**src/sv/brs_pkg.sv**
```systemverilog
// brs_pkg: opcodes, status codes, shared types for the bytecode register ALU.
// No dependencies.
package brs_pkg;

   localparam int unsigned WordWidth = 64;

   typedef enum logic [7:0] {
      OP_LDCONST = 8'd0, OP_LDLOCAL = 8'd1, OP_ADD  = 8'd2,  OP_SUB  = 8'd3,
      OP_MUL   = 8'd4,  OP_DIV   = 8'd6,  OP_MOD  = 8'd8,  OP_NOT  = 8'd9,
      OP_AND   = 8'd10, OP_NAND  = 8'd11, OP_OR   = 8'd12, OP_NOR  = 8'd13,
      OP_XOR   = 8'd14, OP_XNOR  = 8'd15, OP_SHL  = 8'd16, OP_SAR  = 8'd17,
      OP_EXIT  = 8'd19
   } opcode_type;

   typedef enum logic [2:0] {
      ST_OK = 3'd0, ST_EXIT = 3'd1, ST_ILLEGAL = 3'd2,
      ST_BADREG = 3'd3, ST_DIVZERO = 3'd4, ST_HALTED = 3'd5
   } status_type;

   typedef enum logic [1:0] {
      K_MUL = 2'd0, K_DIV = 2'd1, K_MOD = 2'd2, K_SHIFT = 2'd3
   } serial_kind_type;

   typedef enum logic [1:0] {
      S_IDLE = 2'd0, S_RUN = 2'd1, S_FIX = 2'd2, S_OUT = 2'd3
   } state_type;

   // start command to the bit-serial unit
   typedef struct packed {
      logic            start;
      serial_kind_type kind;
      logic            right;   // shift direction for K_SHIFT
   } serial_cmd_type;

endpackage

```
**src/sv/bytecode_register_alu_step.sv**
```systemverilog
// bytecode_register_alu_step: top level, decode, register file, control sequencer.
// Depends on brs_pkg and brs_serial.
//
// Usage: one 32-bit instruction per req_ transfer, with the load-local value
// alongside. Exactly one result per instruction leaves on rsp_.
// Plain ops (load, add, sub, bitwise, errors, exit, halted) pass from accept
// through S_FIX to S_OUT, where rsp_tvalid rises. Multiply, divide and modulo
// run through the bit-serial unit in S_RUN, one bit per cycle; shifts run
// through it for the shift amount. The bit-serial loop sets the worst case.
// One instruction is in flight at a time; req_tready is high only when idle.
// Reset (synchronous, active high) clears the four registers and the halted
// flag. After exit every instruction answers "halted" and changes nothing.
// When the receiver stalls the result holds in the output register and no
// new instruction is taken until that transfer completes.
module bytecode_register_alu_step
   import brs_pkg::*;
#(
   parameter int unsigned REG_COUNT = 4
) (
   input  logic         clock,
   input  logic         reset,
   input  logic         req_tvalid,
   output logic         req_tready,
   input  logic [95:0]  req_tdata,   // [31:0] instruction, [95:32] local_value
   output logic         rsp_tvalid,
   input  logic         rsp_tready,
   output logic [79:0]  rsp_tdata    // [2:0] status, [3] wrote, [11:4] dest_index,
                                     // [75:12] written_value, [79:76] zero
);
   localparam int unsigned IdxW = (REG_COUNT > 1) ? $clog2(REG_COUNT) : 1;
   localparam logic [WordWidth-1:0] Sign = {1'b1, {(WordWidth-1){1'b0}}};

   state_type            state_ff, state_in;
   logic [WordWidth-1:0] regs_ff [REG_COUNT];
   logic                 halted_ff, halted_in;
   logic [7:0]           op_ff, a_ff;
   logic [WordWidth-1:0] x_ff, y_ff, res_ff, res_in;
   logic                 negq_ff, negr_ff;
   logic [2:0]           st_ff, st_in;
   logic                 wr_ff, wr_in;
   logic                 busy_serial;

   // decode of the incoming transfer
   logic [31:0]          ins;
   logic [7:0]           op, fa, fb, fc;
   logic                 legal, uses_b, uses_c, badreg;
   logic [WordWidth-1:0] xv, yv;
   serial_cmd_type       cmd;
   logic                 sdone;
   logic [WordWidth-1:0] sres, sx, sy;
   logic                 accept;

   assign ins    = req_tdata[31:0];
   assign op     = ins[31:24];
   assign fa     = ins[23:16];
   assign fb     = ins[15:8];
   assign fc     = ins[7:0];
   assign accept = req_tvalid && req_tready;
   assign req_tready = (state_ff == S_IDLE);

   always_comb begin
      legal = 1'b1; uses_b = 1'b0; uses_c = 1'b0;
      case (op)
         OP_LDCONST, OP_LDLOCAL: ;
         OP_NOT: uses_b = 1'b1;
         OP_ADD, OP_SUB, OP_MUL, OP_DIV, OP_MOD, OP_AND, OP_NAND, OP_OR,
         OP_NOR, OP_XOR, OP_XNOR, OP_SHL, OP_SAR: begin
            uses_b = 1'b1; uses_c = 1'b1;
         end
         default: legal = 1'b0;
      endcase
      badreg = (32'(fa) >= REG_COUNT) || (uses_b && 32'(fb) >= REG_COUNT)
            || (uses_c && 32'(fc) >= REG_COUNT);
      xv = (uses_b && !badreg) ? regs_ff[fb[IdxW-1:0]] : '0;
      yv = (uses_c && !badreg) ? regs_ff[fc[IdxW-1:0]] : '0;
   end

   function automatic logic [WordWidth-1:0] mag(input logic [WordWidth-1:0] v);
      return v[WordWidth-1] ? (~v + 1'b1) : v;
   endfunction

   assign sx = (op_ff == OP_DIV || op_ff == OP_MOD) ? mag(x_ff) : x_ff;
   assign sy = (op_ff == OP_DIV || op_ff == OP_MOD) ? mag(y_ff) : y_ff;

   always_comb begin
      state_in  = state_ff;
      halted_in = halted_ff;
      res_in    = res_ff;
      st_in     = st_ff;
      wr_in     = wr_ff;
      busy_serial = 1'b0;
      case (state_ff)
         S_IDLE: if (accept) begin
            state_in = S_FIX;
            wr_in    = 1'b0;
            res_in   = '0;
            st_in    = ST_OK;
            if (halted_ff)             st_in = ST_HALTED;
            else if (op == OP_EXIT) begin
               st_in = ST_EXIT; halted_in = 1'b1;
            end
            else if (!legal)           st_in = ST_ILLEGAL;
            else if (badreg)           st_in = ST_BADREG;
            else if ((op == OP_DIV || op == OP_MOD) && yv == '0) st_in = ST_DIVZERO;
            else begin
               wr_in = 1'b1;
               case (op)
                  OP_LDCONST: res_in = WordWidth'(fb);
                  OP_LDLOCAL: res_in = req_tdata[95:32];
                  OP_ADD:   res_in = xv + yv;
                  OP_SUB:   res_in = xv - yv;
                  OP_NOT:   res_in = ~xv;
                  OP_AND:   res_in = xv & yv;
                  OP_NAND:  res_in = ~(xv & yv);
                  OP_OR:    res_in = xv | yv;
                  OP_NOR:   res_in = ~(xv | yv);
                  OP_XOR:   res_in = xv ^ yv;
                  OP_XNOR:  res_in = ~(xv ^ yv);
                  default:  state_in = S_RUN;   // mul, div, mod, shifts
               endcase
            end
         end
         S_RUN: begin
            // first cycle issues the start, later cycles wait on done
            busy_serial = 1'b1;
            if (sdone) begin
               res_in = sres;
               if (op_ff == OP_DIV && negq_ff) res_in = ~sres + 1'b1;
               if (op_ff == OP_MOD && negr_ff) res_in = ~sres + 1'b1;
               state_in = S_FIX;
            end
         end
         S_FIX: state_in = S_OUT;
         S_OUT: if (rsp_tready) state_in = S_IDLE;
         default: state_in = S_IDLE;
      endcase
   end

   // start pulse on the first cycle of S_RUN
   logic started_ff;
   always_comb begin
      cmd.start = busy_serial && !started_ff;
      case (op_ff)
         OP_MUL:  cmd.kind = K_MUL;
         OP_DIV:  cmd.kind = K_DIV;
         OP_MOD:  cmd.kind = K_MOD;
         default: cmd.kind = K_SHIFT;
      endcase
      cmd.right = (op_ff == OP_SAR);
   end

   brs_serial u_serial (
      .clock  (clock),
      .reset  (reset),
      .cmd    (cmd),
      .op_x   (sx),
      .op_y   (sy),
      .done   (sdone),
      .result (sres)
   );

   always_ff @(posedge clock) begin
      if (reset) begin
         state_ff   <= S_IDLE;
         halted_ff  <= 1'b0;
         started_ff <= 1'b0;
         for (int i = 0; i < REG_COUNT; i++) regs_ff[i] <= '0;
      end else begin
         state_ff   <= state_in;
         halted_ff  <= halted_in;
         started_ff <= busy_serial && !sdone;
         // plain ops write at the accept edge, before a_ff holds the index
         if (state_ff != S_FIX && state_in == S_FIX && wr_in)
            regs_ff[(state_ff == S_IDLE) ? fa[IdxW-1:0] : a_ff[IdxW-1:0]] <= res_in;
      end
      if (accept) begin
         op_ff   <= op;
         x_ff    <= xv;
         y_ff    <= (op == OP_SHL || op == OP_SAR) ? {58'd0, yv[5:0]} : yv;
         negq_ff <= ((xv ^ yv) & Sign) != '0;
         negr_ff <= xv[WordWidth-1];
      end
      if (state_ff == S_IDLE) a_ff <= fa;
      res_ff <= res_in;
      st_ff  <= st_in;
      wr_ff  <= wr_in;
   end

   assign rsp_tvalid = (state_ff == S_OUT);
   assign rsp_tdata  = {4'd0, wr_ff ? res_ff : 64'd0, wr_ff ? a_ff : 8'd0, wr_ff, st_ff};

   a_one_job: assert property (@(posedge clock) disable iff (reset)
      accept |=> !req_tready) else $error("second accept in flight");
   a_wrote_ok: assert property (@(posedge clock) disable iff (reset)
      rsp_tvalid && wr_ff |-> st_ff == ST_OK) else $error("write with error status");
   a_halt_sticky: assert property (@(posedge clock) disable iff (reset)
      halted_ff |=> halted_ff) else $error("halted cleared");
   a_halted_nowrite: assert property (@(posedge clock) disable iff (reset)
      rsp_tvalid && st_ff == ST_HALTED |-> !wr_ff) else $error("write while halted");
endmodule

```
**src/sv/brs_serial.sv**
```systemverilog
// brs_serial: bit-serial multiply, unsigned divide/modulo and shift, one bit per cycle.
// Depends on brs_pkg.
module brs_serial
   import brs_pkg::*;
(
   input  logic                 clock,
   input  logic                 reset,
   input  serial_cmd_type       cmd,
   input  logic [WordWidth-1:0] op_x,     // multiplicand / dividend mag / shift value
   input  logic [WordWidth-1:0] op_y,     // multiplier / divisor mag / shift amount
   output logic                 done,
   output logic [WordWidth-1:0] result
);
   localparam int unsigned CntW = $clog2(WordWidth + 1);

   logic                 busy_ff, busy_in;
   logic [CntW-1:0]      cnt_ff, cnt_in;
   serial_kind_type      kind_ff, kind_in;
   logic                 right_ff, right_in;
   logic [WordWidth-1:0] acc_ff, acc_in;   // product / remainder
   logic [WordWidth-1:0] sh_ff, sh_in;     // multiplicand, dividend/quotient, shift value
   logic [WordWidth-1:0] y_ff, y_in;       // multiplier bits or divisor
   logic [WordWidth:0]   rem_sh;
   logic [WordWidth:0]   rem_sub;

   always_comb begin
      busy_in  = busy_ff;
      cnt_in   = cnt_ff;
      kind_in  = kind_ff;
      right_in = right_ff;
      acc_in   = acc_ff;
      sh_in    = sh_ff;
      y_in     = y_ff;
      rem_sh   = {acc_ff, sh_ff[WordWidth-1]};
      rem_sub  = rem_sh - {1'b0, y_ff};
      done     = 1'b0;
      if (cmd.start) begin
         busy_in  = 1'b1;
         kind_in  = cmd.kind;
         right_in = cmd.right;
         acc_in   = '0;
         sh_in    = op_x;
         y_in     = op_y;
         cnt_in   = (cmd.kind == K_SHIFT) ? CntW'(op_y[5:0]) : CntW'(WordWidth);
      end else if (busy_ff) begin
         if (cnt_ff == '0) begin
            busy_in = 1'b0;
            done    = 1'b1;
         end else begin
            cnt_in = cnt_ff - 1'b1;
            case (kind_ff)
               K_MUL: begin
                  if (y_ff[0]) acc_in = acc_ff + sh_ff;
                  sh_in = {sh_ff[WordWidth-2:0], 1'b0};
                  y_in  = {1'b0, y_ff[WordWidth-1:1]};
               end
               K_DIV, K_MOD: begin
                  if (!rem_sub[WordWidth]) begin
                     acc_in = rem_sub[WordWidth-1:0];
                     sh_in  = {sh_ff[WordWidth-2:0], 1'b1};
                  end else begin
                     acc_in = rem_sh[WordWidth-1:0];
                     sh_in  = {sh_ff[WordWidth-2:0], 1'b0};
                  end
               end
               K_SHIFT: begin
                  sh_in = right_ff ? {sh_ff[WordWidth-1], sh_ff[WordWidth-1:1]}
                                   : {sh_ff[WordWidth-2:0], 1'b0};
               end
               default: ;
            endcase
         end
      end
   end

   always_comb begin
      case (kind_ff)
         K_MUL, K_MOD: result = acc_ff;
         default:      result = sh_ff;
      endcase
   end

   always_ff @(posedge clock) begin
      if (reset) begin
         busy_ff <= 1'b0;
         cnt_ff  <= '0;
      end else begin
         busy_ff <= busy_in;
         cnt_ff  <= cnt_in;
      end
      kind_ff  <= kind_in;
      right_ff <= right_in;
      acc_ff   <= acc_in;
      sh_ff    <= sh_in;
      y_ff     <= y_in;
   end

   a_done_busy: assert property (@(posedge clock) disable iff (reset)
      done |-> busy_ff && cnt_ff == '0) else $error("done without busy");
   a_no_restart: assert property (@(posedge clock) disable iff (reset)
      cmd.start |-> !busy_ff) else $error("start while busy");
   a_cnt_bound: assert property (@(posedge clock) disable iff (reset)
      cnt_ff <= CntW'(WordWidth)) else $error("count overrun");
endmodule

```
**config.mk**
```make
export PLATFORM = sky130hd
export DESIGN_NAME = bytecode_register_alu_step
export DESIGN_NICKNAME = d
export VERILOG_FILES = /design/src/sv/brs_pkg.sv /design/src/sv/bytecode_register_alu_step.sv /design/src/sv/brs_serial.sv
export SDC_FILE = /design/constraint.sdc
export NUM_CORES = 2
export LEC_CHECK = 0
export BUFFER_PORTS_ARGS = -buffer_cell sky130_fd_sc_hd__buf_4
export CORE_MARGIN = 2
export CORE_UTILIZATION = 60
export CTS_CLUSTER_DIAMETER = 200
export DETAILED_ROUTE_END_ITERATION = 16
export PLACE_DENSITY = 0.83
export SLEW_MARGIN = 25
export SYNTH_ARGS = -nofsm -noshare
export SYNTH_HDL_FRONTEND = slang
export SYNTH_SLANG_ARGS = --single-unit
export TNS_END_PERCENT = 10
```
**constraint.sdc**
```tcl
create_clock -name clock -period 26.5 [get_ports clock]
set_clock_uncertainty 0.2 [all_clocks]
set_input_delay 3.975 -clock clock [delete_from_list [all_inputs] [get_ports clock]]
set_output_delay 3.975 -clock clock [all_outputs]
set_load 0.005 [all_outputs]
```
# == After elaboration in Yosys (flattened, before gate mapping) ==
# Memory sizes are Yosys's and may differ from the RTL's.
# Index checks and enable logic that the tools add are counted.
# W data, S select, Z words.
# word_totals
word_cells,198
ff_bits,421
mem_count,1
ram_bits,256
inputBits,100
output_inout_bits,82
# classes
n_bitwise,11
n_lt_le_gt_ge,3
add_sub_neg,8
n_mux,80
reduce_logical,41
eq_ne,32
# memory_table
memory,words,word_bits,rd,rd_clocked_by_memory_dff,write_ports,line,text
regs_ff,4,64,2,0,4,bytecode_register_alu_step.sv:34,logic [WordWidth-1:0] regs_ff [REG_COUNT];
# ops
operator,n
$mux W64,28
$pmux W64 S11,1
$not A64 Y64,7
$pmux W64 S2,2
$add A64 B1 Y64 const B,3
$pmux W64 S3,1
$add A64 B64 Y64,2
$eq A8 B4 Y1 const B,9
$sub A65 B64 Y65,1
$and A64 B64 Y64,1
$logic_not A64 Y1,1
$or A64 B64 Y64,1
$reduce_or A64 Y1,1
$sub A64 B64 Y64,1
$xor A64 B64 Y64,1
$eq A8 B3 Y1 const B,4
$eq A8 B5 Y1 const B,4
$mux W7,4
$mux W1,26
$ge A8 B3 Y1 const B,3
$mux W2,11
$eq A8 B2 Y1 const B,2
$reduce_or A16 Y1,1
$reduce_or A14 Y1,1
other kinds (25),59

# == Depth between registers and ports, before layout ==
# logic_depth
ltp_word,26
depth_mapped,31
mapped_depth_nobuf,26

# == Cells and area by module ==
# From an unflattened synthesis, not the netlist that was laid out.
# unflattened
hier_cells,6181
hier_area_um2,54875.1
# modules_own_cells
mod,seq_area_each_um2,area_each_um2,cells_per_inst,n_inst
bytecode_register_alu_step,13513.0,36553.8,3904,1
brs_serial,5375.2,18321.3,2277,1

# == Worst setup path before layout ==
# OpenSTA, ideal clock, no wires.
# synth_path
path_type,in2reg
from,input req_tvalid
to,memory regs_ff[3][0] (enable)
setup_ns,0.507
t_arrival_ns,10.918
path_stages,7
slack_ns,14.875
required_time_ns,25.793
path_buffers,1
cell_sequence,clkbuf_1 -> nand2_1 -> inv_1 -> o21ai_0 -> nor2_1 -> nand2_1 -> a21oi_1
# synth_lines
element,line,text
from (decl),bytecode_register_alu_step.sv:22,"input logic req_tvalid,"
to (decl),bytecode_register_alu_step.sv:34,

==> parameters.txt <==
Parameter                              Value

Critical path
  Slack of the worst reg-to-reg path ... 18.91 ns
  Worst setup path class ... input port to register
  Kind of end point of the critical path ... register
  Required time of the critical path ... 26.68 ns
  Reg-to-reg endpoint ... regs_ff[2][62]$_SDFFCE_PN0P_
  Highest-delay cell along the critical path ... sky130_fd_sc_hd__a21oi_4
  CP Launch Point ... req_tdata[24]
  Arrival time at the worst endpoint ... 12.56 ns
  Reg-to-reg critical path startpoint ... regs_ff[0][14]$_SDFFCE_PN0P_
  Critical path launch point type ... input port
  Crit-path max cell delay ... 1.10 ns
  Cell-by-cell trace of the critical path ... clkbuf_8 -> buf_4 -> nand3_2 -> a21oi_4 -> buf_4 -> nand2_1 -> ha_1 -> inv_1 -> fa_1 -> a21o_1 -> a21o_1 -> a21oi_1 -> o31ai_1 -> a41oi_1 -> o21ai_0 -> a21oi_1 -> o31ai_1 -> a31o_2 -> a311oi_1 -> a211oi_1 -> nor2_1
  Highest net fanout along the worst path ... 62
  Number of cells on the worst reg-to-reg path ... 19

Clocking
  Clock transition at the register clock pins on the worst setup and hold paths after CTS ... 0.06 ns
  Count of H-tree levels built during CTS ... 3
  Cts bufs inserted ... 78
  Clock Sinks ... 676
  Clock root buffer ... sky130_fd_sc_hd__clkbuf_16
  Number of hold buffers added after cts ... 0
  PostCTS Resize Cnt ... 0
  Max Root-Sink Buffers ... 3
  Clock tree from TritonCTS ... built
  Buffers inserted during post-CTS setup optimization ... 0
  Insertion delay to the later sink of the worst-skew pair ... 0.67 ns

Floorplanning
  I/O pin count ... 182
  Site row count ... 110
  Initial core utilization ... 0.604
  Core area ... 0.0897 mm²
  Area of the die ... 0.0927 mm²
  Chip Width ... 304 µm
  Die extent in y ... 304 µm

STA
  Max-slew violation count ... 0
  Actual slew at the worst max-slew pin ... 1.18 ns
  Clock period minus final worst setup slack ... 12.38 ns
  Setup TNS Final ... 0 ns
  Final-report hold violation count ... 0
  Final period utilization ... 0.467
  Tightest slew margin relative to the limit ... 0.209
  Setup repair after global routing missed its margin ... false
  Peak Freq ... 0.0808 GHz
  Final setup violating endpoints ... 0

Yosys
  Top FF cell, synth ... sky130_fd_sc_hd__edfxtp_1
  FF+latch count, synth ... 676
  Post-synth design cell area ... 0.0542 mm²
  Yosys synthesis warning count ... 0
  Area share of the largest cell type after synthesis ... 0.297
  Number of unique standard cell types used by synthesis ... 90
  Async set or reset register ratio after synthesis ... 0
  Average footprint of a synthesized cell ... 8.74 µm²
  Cell type with the highest aggregate area in the netlist ... sky130_fd_sc_hd__edfxtp_1
  Number of enable-type register cells in the synthesized netlist ... 535
  Ranking of synthesized cells by area ... sky130_fd_sc_hd__edfxtp_1 (30%), sky130_fd_sc_hd__ha_1 (7.3%), sky130_fd_sc_hd__a21oi_1 (6.3%), sky130_fd_sc_hd__dfxtp_1 (5.2%), sky130_fd_sc_hd__mux4_2 (5.2%)
  Sequential fraction of the synthesis area ... 0.349
  Number of instances in the synthesized netlist ... 6194

Routing
  Iteration-0 DRC count of the detailed router ... 7973
  DR vias/cell ... 6.99
  Number of detailed-routing iterations run before antenna repair ... 10
  Detailed route wirelength on metal3 ... 32900 µm
  Met2 wirelength from detailed routing ... 89300 µm
  Routed length per placed instance ... 29.2 µm
  Final routed wirelength across all metal layers ... 217000 µm
  Residual DRC ... 0
  Wire length on met1 ... 83200 µm
  Routed vias ... 51818
  Antenna Violating Nets Remaining ... 0
  Uppermost signal routing layer after detailed routing ... met5

Cells and area
  Ratio of cells with drive above 1 in the final layout ... 0.100
  Nets ... 6586
  Final Util ... 0.659
  Most frequent cells in the layout ... sky130_fd_sc_hd__a21oi_1 (676), sky130_fd_sc_hd__nor2_1 (675), sky130_fd_sc_hd__edfxtp_1 (535)
  Storage cell area ... 0.0189 mm²
  Footprint of the multi-input gates ... 0.0327 mm²
  # fillers ... 7374
  Synth-to-layout area growth ... 9.10%
  Most common cell after layout, fill and taps aside ... sky130_fd_sc_hd__a21oi_1

Power
  Largest voltage drop on the vdd net ... 0.0747 mV
  Ratio of total power to cell area ... 62.6 mW/mm²
  Leakage power ... 24.3 nW
  Total power draw ... 3.70 mW

Outcome
  Status ... completed

Place
  PortBufs ... 177
  GPL Wtd Cong ... 1.04
  Placed wire-length estimate after detailed placement ... 160000 µm

Global route
  Wire length of the first global-routing pass ... 314000 µm
  Overflow left after global routing ... 0
  Initial antenna violation count ... 18
  GRT Total Usage ... 0.454
  Pin count of the biggest net entering global routing ... 126
  Number of global-route vias before repair ... 48259

Run
  Number of max-cap violations ... 0

Hold path
  Worst Hold Class ... register to register
  Hold path startpoint ... u_serial.cnt_ff[4]$_SDFFE_PP0P_
  Worst hold path cell count ... 2
  Terminating pin of the worst hold path ... u_serial.cnt_ff[4]$_SDFFE_PP0P_
## Yosys cell counts (137+ instances only)
library cell / number
sky130_fd_sc_hd__ha_1: 317
sky130_fd_sc_hd__xnor2_1: 290
sky130_fd_sc_hd__edfxtp_1: 535
sky130_fd_sc_hd__nor3_1: 137
sky130_fd_sc_hd__dfxtp_1: 141
sky130_fd_sc_hd__and2_1: 137
sky130_fd_sc_hd__nand2_1: 494
sky130_fd_sc_hd__o21ai_0: 425
sky130_fd_sc_hd__clkbuf_1: 308
sky130_fd_sc_hd__a21oi_1: 679
sky130_fd_sc_hd__nor2_1: 681
sky130_fd_sc_hd__xor2_1: 179
sky130_fd_sc_hd__inv_1: 349
## registers in the layout (all words and copies together), names as in the netlist
register           count
regs_ff              256
res_ff                64
u_serial.acc_ff       64
u_serial.sh_ff        64
u_serial.y_ff         64
x_ff                  64
y_ff                  64
a_ff                   8
op_ff                  8
u_serial.cnt_ff        7
st_ff                  3
state_ff               2
u_serial.kind_ff       2
halted_ff              1
negq_ff                1
started_ff             1
u_serial.busy_ff       1
u_serial.right_ff      1
wr_ff                  1
## worst max-delay path, delay by kind of cell
| family | cells | cell delay, ns |
|---|---|---|
| AND/OR/NAND/NOR | 3 | 1.03 |
| buffers and inverters | 4 | 1.88 |
| adder cells (fa/ha/maj) | 2 | 0.51 |
| AO/OA/AOI/OAI | 12 | 5.02 |
## how the worst max path moves through the flow
stage,end,slack (ns),depth (start not counted)
after CTS,regs_ff[2][62]$_SDFFCE_PN0P_,14.59,24
after detailed placement,regs_ff[0][62]$_SDFFCE_PN0P_,13.92,24
after floorplan,regs_ff[3][0]$_DFFE_PP_,14.88,7
final,regs_ff[2][62]$_SDFFCE_PN0P_,14.12,21
after global routing,regs_ff[2][60]$_SDFFCE_PN0P_,14.18,26
after global placement,regs_ff[2][62]$_SDFFCE_PN0P_,14.14,24
## per-layer routing
layer	vias to the layer above	track usage
met2	3815	0.661
li1	22593	-
met3	731	0.156
met5	-	0
met1	24659	0.614
met4	20	0.194
## where the power goes
group,switching [mW],internal [mW]
Combinational,0.747,0.429
Clock,0.469,0.657
Sequential,0.130,1.27
Total,1.35,2.35
## cell families after synthesis
family / share of synthesized area
compound gates: 0.214
xor+xnor: 0.0758
fa+ha+maj: 0.0743
buf+inv: 0.0516
flops: 0.349
mux: 0.0737
other cells: 0.0000692
simple gates: 0.162
## area by class of cell
| class | instances | share of cell area |
|---|---|---|
| Antenna cell | 10 | 0.000423 |
| Sequential cell | 676 | 0.320 |
| Timing Repair Buffer | 269 | 0.0347 |
| Clock buffer | 95 | 0.0357 |
| Tap cell | 1176 | 0.0249 |
| Inverter | 352 | 0.0225 |
| Clock inverter | 48 | 0.00879 |
| Multi-Input combinational cell | 4789 | 0.553 |
## per-stage QoR
step                hold slack [ns]  instance area (µm²)  setup slack (ns)  cells
finish                        0.312                59100             14.12   7415
global placement              0.278                56400             14.14   7259
floorplan                     0.258                54200             14.88   6197
CTS                           0.310                59000             14.59   7402
detailed placement            0.296                56400             13.92   7259
global route                  0.336                59100             14.18   7405
Note: power is estimated with default switching activity, not from simulation.
